===== src/rtl/spq_pkg.sv =====
// Shared constants, codes and control types of the sorted priority queue.
package spq_pkg;

    localparam int CAPACITY = 8;
    localparam int CNT_W    = $clog2(CAPACITY + 1);
    localparam int IDX_W    = $clog2(CAPACITY);
    localparam int ID_W     = 16;
    localparam int PRIO_W   = 8;
    localparam int OCC_W    = 4;

    localparam logic [1:0] OP_INSERT  = 2'd0;
    localparam logic [1:0] OP_DELETE  = 2'd1;
    localparam logic [1:0] OP_DISPLAY = 2'd2;

    localparam logic [1:0] ST_OK        = 2'd0;
    localparam logic [1:0] ST_OVERFLOW  = 2'd1;
    localparam logic [1:0] ST_UNDERFLOW = 2'd2;
    localparam logic [1:0] ST_EMPTY     = 2'd3;

    // Where the id and priority of a result beat come from.
    localparam logic [1:0] SRC_ZERO = 2'd0;
    localparam logic [1:0] SRC_HEAD = 2'd1;
    localparam logic [1:0] SRC_IDX  = 2'd2;

    typedef struct packed {
        logic       do_insert;
        logic       do_delete;
        logic       disp_start;
        logic       load;
        logic [1:0] src;
        logic [1:0] status;
    } t_spq_cmd;

    typedef struct packed {
        logic empty;
        logic full;
        logic disp_last;
    } t_spq_stat;

endpackage


===== src/rtl/spq_ctrl.sv =====
// Controller state machine of the sorted priority queue.
module spq_ctrl import spq_pkg::*; (
    input  logic       i_clk,
    input  logic       i_rst_n,
    input  logic       i_in_valid,
    output logic       o_in_ready,
    input  logic [1:0] i_op,
    input  logic       i_out_ready,
    output logic       o_out_valid,
    input  t_spq_stat  i_stat,
    output t_spq_cmd   o_cmd
);

    localparam logic ST_IDLE = 1'b0;
    localparam logic ST_DISP = 1'b1;

    logic r_state, n_state;
    logic r_out_valid, n_out_valid;
    logic w_out_free;

    assign w_out_free  = !r_out_valid || i_out_ready;
    assign o_out_valid = r_out_valid;

    always_comb begin
        n_state    = r_state;
        o_in_ready = 1'b0;
        o_cmd      = '0;
        unique case (r_state)
            ST_IDLE: begin
                o_in_ready = w_out_free;
                if (i_in_valid && w_out_free) begin
                    case (i_op)
                        OP_INSERT: begin
                            o_cmd.load      = 1'b1;
                            o_cmd.src       = SRC_ZERO;
                            o_cmd.status    = i_stat.full ? ST_OVERFLOW : ST_OK;
                            o_cmd.do_insert = !i_stat.full;
                        end
                        OP_DELETE: begin
                            o_cmd.load      = 1'b1;
                            o_cmd.src       = i_stat.empty ? SRC_ZERO : SRC_HEAD;
                            o_cmd.status    = i_stat.empty ? ST_UNDERFLOW : ST_OK;
                            o_cmd.do_delete = !i_stat.empty;
                        end
                        OP_DISPLAY: begin
                            if (i_stat.empty) begin
                                o_cmd.load   = 1'b1;
                                o_cmd.src    = SRC_ZERO;
                                o_cmd.status = ST_EMPTY;
                            end else begin
                                o_cmd.disp_start = 1'b1;
                                n_state          = ST_DISP;
                            end
                        end
                        default: begin
                        end
                    endcase
                end
            end
            ST_DISP: begin
                if (w_out_free) begin
                    o_cmd.load   = 1'b1;
                    o_cmd.src    = SRC_IDX;
                    o_cmd.status = ST_OK;
                    if (i_stat.disp_last) begin
                        n_state = ST_IDLE;
                    end
                end
            end
        endcase
    end

    always_comb begin
        n_out_valid = r_out_valid;
        if (o_cmd.load) begin
            n_out_valid = 1'b1;
        end else if (i_out_ready) begin
            n_out_valid = 1'b0;
        end
    end

    always_ff @(posedge i_clk) begin
        if (!i_rst_n) begin
            r_state     <= ST_IDLE;
            r_out_valid <= 1'b0;
        end else begin
            r_state     <= n_state;
            r_out_valid <= n_out_valid;
        end
    end

    a_load_free: assert property (@(posedge i_clk) disable iff (!i_rst_n)
        o_cmd.load |-> w_out_free)
        else $error("result loaded over a beat not yet taken");

    a_disp_enter: assert property (@(posedge i_clk) disable iff (!i_rst_n)
        o_cmd.disp_start |=> (r_state == ST_DISP))
        else $error("display start did not enter the display walk");

    a_disp_leave: assert property (@(posedge i_clk) disable iff (!i_rst_n)
        (r_state == ST_DISP && o_cmd.load && i_stat.disp_last) |=> (r_state == ST_IDLE))
        else $error("display walk ran past the last entry");

endmodule


===== src/rtl/spq_dpath.sv =====
// Datapath of the sorted priority queue: sorted shift chain, count, walk index, result register.
module spq_dpath import spq_pkg::*; (
    input  logic              i_clk,
    input  logic              i_rst_n,
    input  t_spq_cmd          i_cmd,
    input  logic [ID_W-1:0]   i_job_id,
    input  logic [PRIO_W-1:0] i_job_prio,
    output t_spq_stat         o_stat,
    output logic [1:0]        o_status,
    output logic [ID_W-1:0]   o_id,
    output logic [PRIO_W-1:0] o_prio,
    output logic [OCC_W-1:0]  o_occ,
    output logic              o_last
);

    logic [PRIO_W-1:0] r_prio [CAPACITY];
    logic [ID_W-1:0]   r_id   [CAPACITY];
    logic [CAPACITY-1:0] w_keep;
    logic [CNT_W-1:0]  r_count, n_count;
    logic [IDX_W-1:0]  r_idx;
    logic              w_disp_last;

    // A cell stays put on insert when it holds a job that sorts ahead of the new one.
    always_comb begin
        for (int i = 0; i < CAPACITY; i++) begin
            w_keep[i] = (CNT_W'(i) < r_count) && (r_prio[i] <= i_job_prio);
        end
    end

    for (genvar g = 0; g < CAPACITY; g++) begin : g_cell
        always_ff @(posedge i_clk) begin
            if (i_cmd.do_insert && !w_keep[g]) begin
                if (g == 0) begin
                    r_prio[g] <= i_job_prio;
                    r_id[g]   <= i_job_id;
                end else if (w_keep[(g == 0) ? 0 : g-1]) begin
                    r_prio[g] <= i_job_prio;
                    r_id[g]   <= i_job_id;
                end else begin
                    r_prio[g] <= r_prio[(g == 0) ? 0 : g-1];
                    r_id[g]   <= r_id[(g == 0) ? 0 : g-1];
                end
            end else if (i_cmd.do_delete && g < CAPACITY - 1) begin
                r_prio[g] <= r_prio[(g < CAPACITY - 1) ? g+1 : g];
                r_id[g]   <= r_id[(g < CAPACITY - 1) ? g+1 : g];
            end
        end
    end

    always_comb begin
        n_count = r_count;
        if (i_cmd.do_insert) begin
            n_count = r_count + 1'b1;
        end else if (i_cmd.do_delete) begin
            n_count = r_count - 1'b1;
        end
    end

    assign w_disp_last      = (CNT_W'(r_idx) == r_count - 1'b1);
    assign o_stat.empty     = (r_count == '0);
    assign o_stat.full      = (r_count == CNT_W'(CAPACITY));
    assign o_stat.disp_last = w_disp_last;

    always_ff @(posedge i_clk) begin
        if (!i_rst_n) begin
            r_count <= '0;
        end else begin
            r_count <= n_count;
        end
    end

    always_ff @(posedge i_clk) begin
        if (i_cmd.disp_start) begin
            r_idx <= '0;
        end else if (i_cmd.load && i_cmd.src == SRC_IDX && !w_disp_last) begin
            r_idx <= r_idx + 1'b1;
        end
    end

    always_ff @(posedge i_clk) begin
        if (i_cmd.load) begin
            o_status <= i_cmd.status;
            o_occ    <= OCC_W'(n_count);
            unique case (i_cmd.src)
                SRC_HEAD: begin
                    o_id   <= r_id[0];
                    o_prio <= r_prio[0];
                    o_last <= 1'b1;
                end
                SRC_IDX: begin
                    o_id   <= r_id[r_idx];
                    o_prio <= r_prio[r_idx];
                    o_last <= w_disp_last;
                end
                default: begin
                    o_id   <= '0;
                    o_prio <= '0;
                    o_last <= 1'b1;
                end
            endcase
        end
    end

    a_count_bound: assert property (@(posedge i_clk) disable iff (!i_rst_n)
        r_count <= CNT_W'(CAPACITY))
        else $error("entry count above capacity");

    a_insert_grow: assert property (@(posedge i_clk) disable iff (!i_rst_n)
        i_cmd.do_insert |=> (r_count == $past(r_count) + 1'b1))
        else $error("insert did not grow the queue by one");

    a_one_edit: assert property (@(posedge i_clk) disable iff (!i_rst_n)
        !(i_cmd.do_insert && i_cmd.do_delete) && !(i_cmd.do_delete && o_stat.empty))
        else $error("conflicting edit of the entry chain");

endmodule


===== src/rtl/sorted_priority_queue_unit.sv =====
// Top level of the sorted priority queue: stream ports around controller and datapath.
//
// The block holds up to CAPACITY jobs (16-bit id, 8-bit priority) in a register chain kept
// in ascending priority order; lower values are served first and equal priorities keep
// arrival order. Each input beat carries an operation in tuser: insert (0) places the job
// in sorted position, all cells comparing against the new priority at once and shifting
// by one behind it; delete (1) returns the head and shifts the chain forward; display (2)
// emits one beat per held entry, head first, with tlast on the final one; code 3 is
// dropped with no result. Insert, delete, an empty display and code 3 complete in the
// cycle in which their beat is taken. A new beat is taken only when the output register
// is empty or its beat leaves in the same cycle, so a stalled result holds off the input.
// A display first takes the input beat, then walks the entries, refilling the single
// output register with one entry per cycle unless the output stalls. No input beat is
// taken during that walk. Result status in tuser: 0 ok, 1 overflow on insert into a full
// queue, 2 underflow on delete from an empty queue, 3 empty on display. Occupancy is the
// count after the operation, masked to four bits.
module sorted_priority_queue_unit import spq_pkg::*; (
    input  logic        i_clk,
    input  logic        i_rst_n,
    input  logic        i_s_axis_tvalid,
    output logic        o_s_axis_tready,
    input  logic [23:0] i_s_axis_tdata,  // [15:0] job_id, [23:16] job_priority
    input  logic [1:0]  i_s_axis_tuser,  // [1:0] operation
    output logic        o_m_axis_tvalid,
    input  logic        i_m_axis_tready,
    output logic [31:0] o_m_axis_tdata,  // [15:0] out_id, [23:16] out_priority,
                                         // [27:24] occupancy, [31:28] zero
    output logic [1:0]  o_m_axis_tuser,  // [1:0] status
    output logic        o_m_axis_tlast
);

    t_spq_cmd          w_cmd;
    t_spq_stat         w_stat;
    logic [ID_W-1:0]   w_id;
    logic [PRIO_W-1:0] w_prio;
    logic [OCC_W-1:0]  w_occ;

    spq_ctrl u_ctrl (
        .i_clk       (i_clk),
        .i_rst_n     (i_rst_n),
        .i_in_valid  (i_s_axis_tvalid),
        .o_in_ready  (o_s_axis_tready),
        .i_op        (i_s_axis_tuser),
        .i_out_ready (i_m_axis_tready),
        .o_out_valid (o_m_axis_tvalid),
        .i_stat      (w_stat),
        .o_cmd       (w_cmd)
    );

    spq_dpath u_dpath (
        .i_clk      (i_clk),
        .i_rst_n    (i_rst_n),
        .i_cmd      (w_cmd),
        .i_job_id   (i_s_axis_tdata[15:0]),
        .i_job_prio (i_s_axis_tdata[23:16]),
        .o_stat     (w_stat),
        .o_status   (o_m_axis_tuser),
        .o_id       (w_id),
        .o_prio     (w_prio),
        .o_occ      (w_occ),
        .o_last     (o_m_axis_tlast)
    );

    // Output beat layout: id low, then priority, then occupancy, zero padded to 32 bits.
    assign o_m_axis_tdata = {4'd0, w_occ, w_prio, w_id};

endmodule

===== config.mk =====
export PLATFORM = sky130hd
export DESIGN_NAME = sorted_priority_queue_unit
export DESIGN_NICKNAME = d
export VERILOG_FILES = /design/src/rtl/spq_pkg.sv /design/src/rtl/spq_ctrl.sv /design/src/rtl/spq_dpath.sv /design/src/rtl/sorted_priority_queue_unit.sv
export SDC_FILE = /design/constraint.sdc
export NUM_CORES = 1
export LEC_CHECK = 0
export BUFFER_PORTS_ARGS = -buffer_cell sky130_fd_sc_hd__buf_4
export CAP_MARGIN = 20
export CORE_MARGIN = 2
export CORE_UTILIZATION = 60
export DETAILED_ROUTE_END_ITERATION = 12
export PLACE_DENSITY = 0.89
export SYNTH_ARGS = -nofsm -noshare
export SYNTH_HDL_FRONTEND = slang
export SYNTH_SLANG_ARGS = --single-unit
export TNS_END_PERCENT = 1

===== constraint.sdc =====
create_clock -name i_clk -period 10.6 [get_ports i_clk]
set_input_delay 0.53 -clock i_clk [delete_from_list [all_inputs] [get_ports i_clk]]
set_output_delay 0.53 -clock i_clk [all_outputs]
set_load 0.02 [all_outputs]

==> results.ini <==
[critical_path]
cp-end-kind = flop
crit_arrival_ns = 4.31
critical_path_required_ns = 10.87
crit_type = flop to flop
start_kind = flop
path_max_fanout = 93

[timing]
fmax_ghz = 0.248
skew_ns = 0.0163
rsz0062_at_grt = no
tightest_slew_ns = 1.08
maxSlewHeadroom = 0.280
finalHoldViolCount = 0
setup_viol = 0
finalSetupTns_ns = 0
period_share = 0.381
min_period_ns = 4.04
slew_viol_final = 0
whs_ns = 0.263

[detailed_routing]
vias = 10800
wl_per_cell_um = 25.5
viasPerCell = 6.99
dr.pass1.iters = 6
ant_nets = 0
drt-total-wl_mm = 39.3
drt_iter0_drc = 1524
drcViolationCount = 0

[logic_synthesis]
synth_cells = 1171
netlist_area_um2 = 14200
ys.flop_type = edfxtp_1
yosysWarnings = 0
synth-edff-count = 223
synth_top_area_frac = 0.471
yosys-top-cells-area = edfxtp_1 47%, mux4_2 7.6%, ha_1 6.0%, mux2i_1 4.9%, a221o_1 4.0%
synth_cell_types = 65
synth-seq-cells = 235
synth_top_area_cell = edfxtp_1
yosysSeqAreaShare = 0.488
syn_avg_cell_area_um2 = 12.1
synthArstFlopShare = 0

[cts]
cts_sinks = 235
root_buffer = clkbuf_16
insertion_delay_ns = 0.54
ctsResizeCount = 0
post_cts_buffers = 0
htree_levels = 1
cts_buffer_depth = 3
numCtsBuffers = 24
cts_tree = done
hold_buffers = 0
clkSlewWorstSetupHoldPaths_ns = 0.06

[pwr]
powerDensity_nw_per_um2 = 169
total_power_mw = 2.66
vdd_drop_max_mv = 0.137
leakage_nw = 5.78

[floorplan]
initial_core_util = 0.609
std_cell_rows = 56
num_io_pins = 67
die_area_um2 = 24900
fp.dieW_um = 158
die_h_um = 158
core_area_um2 = 23300

[placed_design]
gp_congestion = 0.962
dp.final_hpwl_mm = 24.6
place_area_um2 = 14900
io_buffers = 62

[grt]
grt_pass1_vias = 10500
grt_pass1_wl_mm = 60.6
grt_antenna_before_repair = 0
grt_max_degree = 94
overflow = 0
grtUsageTotal = 0.319

[cells_and_area]
fin_nets = 1301
final_area_um2 = 15700
area_growth_pct = 10.7
diodes = 0
finish.utilization = 0.674
fill_cells = 1628
mostFrequentLayoutCells = 223 x edfxtp_1, 129 x nand2_1, 85 x buf_4
final_common_cell = edfxtp_1
drive_gt1_frac = 0.183

[outcome]
status = complete, no violations

[min_path]
hp-class = input pin to flop

[run]
drv_cap = 0

==> flip-flops by register name, summed over array words and instances, names as in the netlist, named ones only <==
signal	cells
u_dpath.o_last	1
u_dpath.r_prio	64
u_dpath.r_count	4
u_dpath.o_occ	4
u_dpath.o_status	2
u_dpath.o_prio	8
u_ctrl.o_out_valid	1
u_ctrl.r_state	1
u_dpath.r_id	128
u_dpath.r_idx	3
u_dpath.o_id	16
==> worst max-delay path: stages (launching register included) <==
cell and delay [ns]:
dfxtp_1 0.53, inv_1 0.09, ha_1 0.33, and2_4 0.22, nor4b_4 0.28, buf_4 0.46
buf_4 0.81, a31oi_2 0.36, buf_4 0.36, a221o_1 0.32
==> kinds of logic after synthesis <==
group / share of synthesized area
compound gates: 0.136
fa+ha+maj: 0.0599
other cells: 0.000264
simple gates: 0.130
buf+inv: 0.0353
mux: 0.144
flops: 0.488
xor+xnor: 0.00616
==> path summary, 6_finish.rpt <==
| check | startpoint | end | slack, ns | cells past startpoint |
|---|---|---|---|---|
| worst min register to register | u_ctrl.r_state | u_ctrl.r_state | 0.57 | 2 |
| worst max register to register | u_dpath.r_count[0] | u_dpath.r_prio[5][2] | 6.56 | 9 |
| worst max-delay path | u_dpath.r_count[0] | u_dpath.r_prio[5][2] | 6.56 | 9 |
| worst min-delay path | i_rst_n | u_dpath.r_count[2] | 0.26 | 2 |
==> cells in the mapped netlist, types with 4 or more instances <==
| library cell | instances |
|---|---|
| a21o_1 | 47 |
| a21oi_1 | 27 |
| a221o_1 | 57 |
| a22o_1 | 17 |
| a22oi_1 | 24 |
| and2_1 | 72 |
| buf_2 | 26 |
| buf_4 | 7 |
| buf_6 | 4 |
| clkbuf_1 | 41 |
| dfxtp_1 | 12 |
| edfxtp_1 | 223 |
| ha_1 | 68 |
| inv_1 | 21 |
| mux2_2 | 24 |
| mux2i_1 | 69 |
| mux4_2 | 48 |
| nand2_1 | 130 |
| nand2b_1 | 23 |
| nand3_1 | 52 |
| nand4_1 | 15 |
| nor2_1 | 24 |
| nor2b_1 | 14 |
| nor3_1 | 12 |
| o211ai_1 | 6 |
| o21ai_0 | 39 |
| o22ai_1 | 5 |
| xnor2_1 | 7 |
==> layout make-up <==
class	instances	area (um^2)	share of cell area
Clock buffer	32	662	0.0421
Clock inverter	12	126	0.00803
Inverter	21	78.8	0.00501
Multi-Input combinational cell	835	6860	0.436
Sequential cell	235	6940	0.441
Tap cell	319	399	0.0254
Timing Repair Buffer	86	666	0.0423
==> through the flow <==
step | setup slack [ns] | std cells
floorplan | 6.44 | 1174
global placement | 6.72 | 1495
detailed placement | 6.66 | 1496
CTS | 6.67 | 1540
global route | 6.35 | 1540
finish | 6.56 | 1540
==> routing by layer <==
metal | track usage | share of wire | up-vias
li1 | - | - | 4597
met1 | 0.447 | 0.38 | 5270
met2 | 0.500 | 0.47 | 791
met3 | 0.0589 | 0.12 | 100
met4 | 0.118 | 0.030 | 0
met5 | 0 | 0 | -
==> report_power, final <==
| group | switching, mW | internal (mW) |
|---|---|---|
| sequential | 0.0542 | 1.10 |
| clock | 0.369 | 0.490 |
| combinational | 0.350 | 0.296 |
No activity file was read; power rests on OpenSTA's default activity.
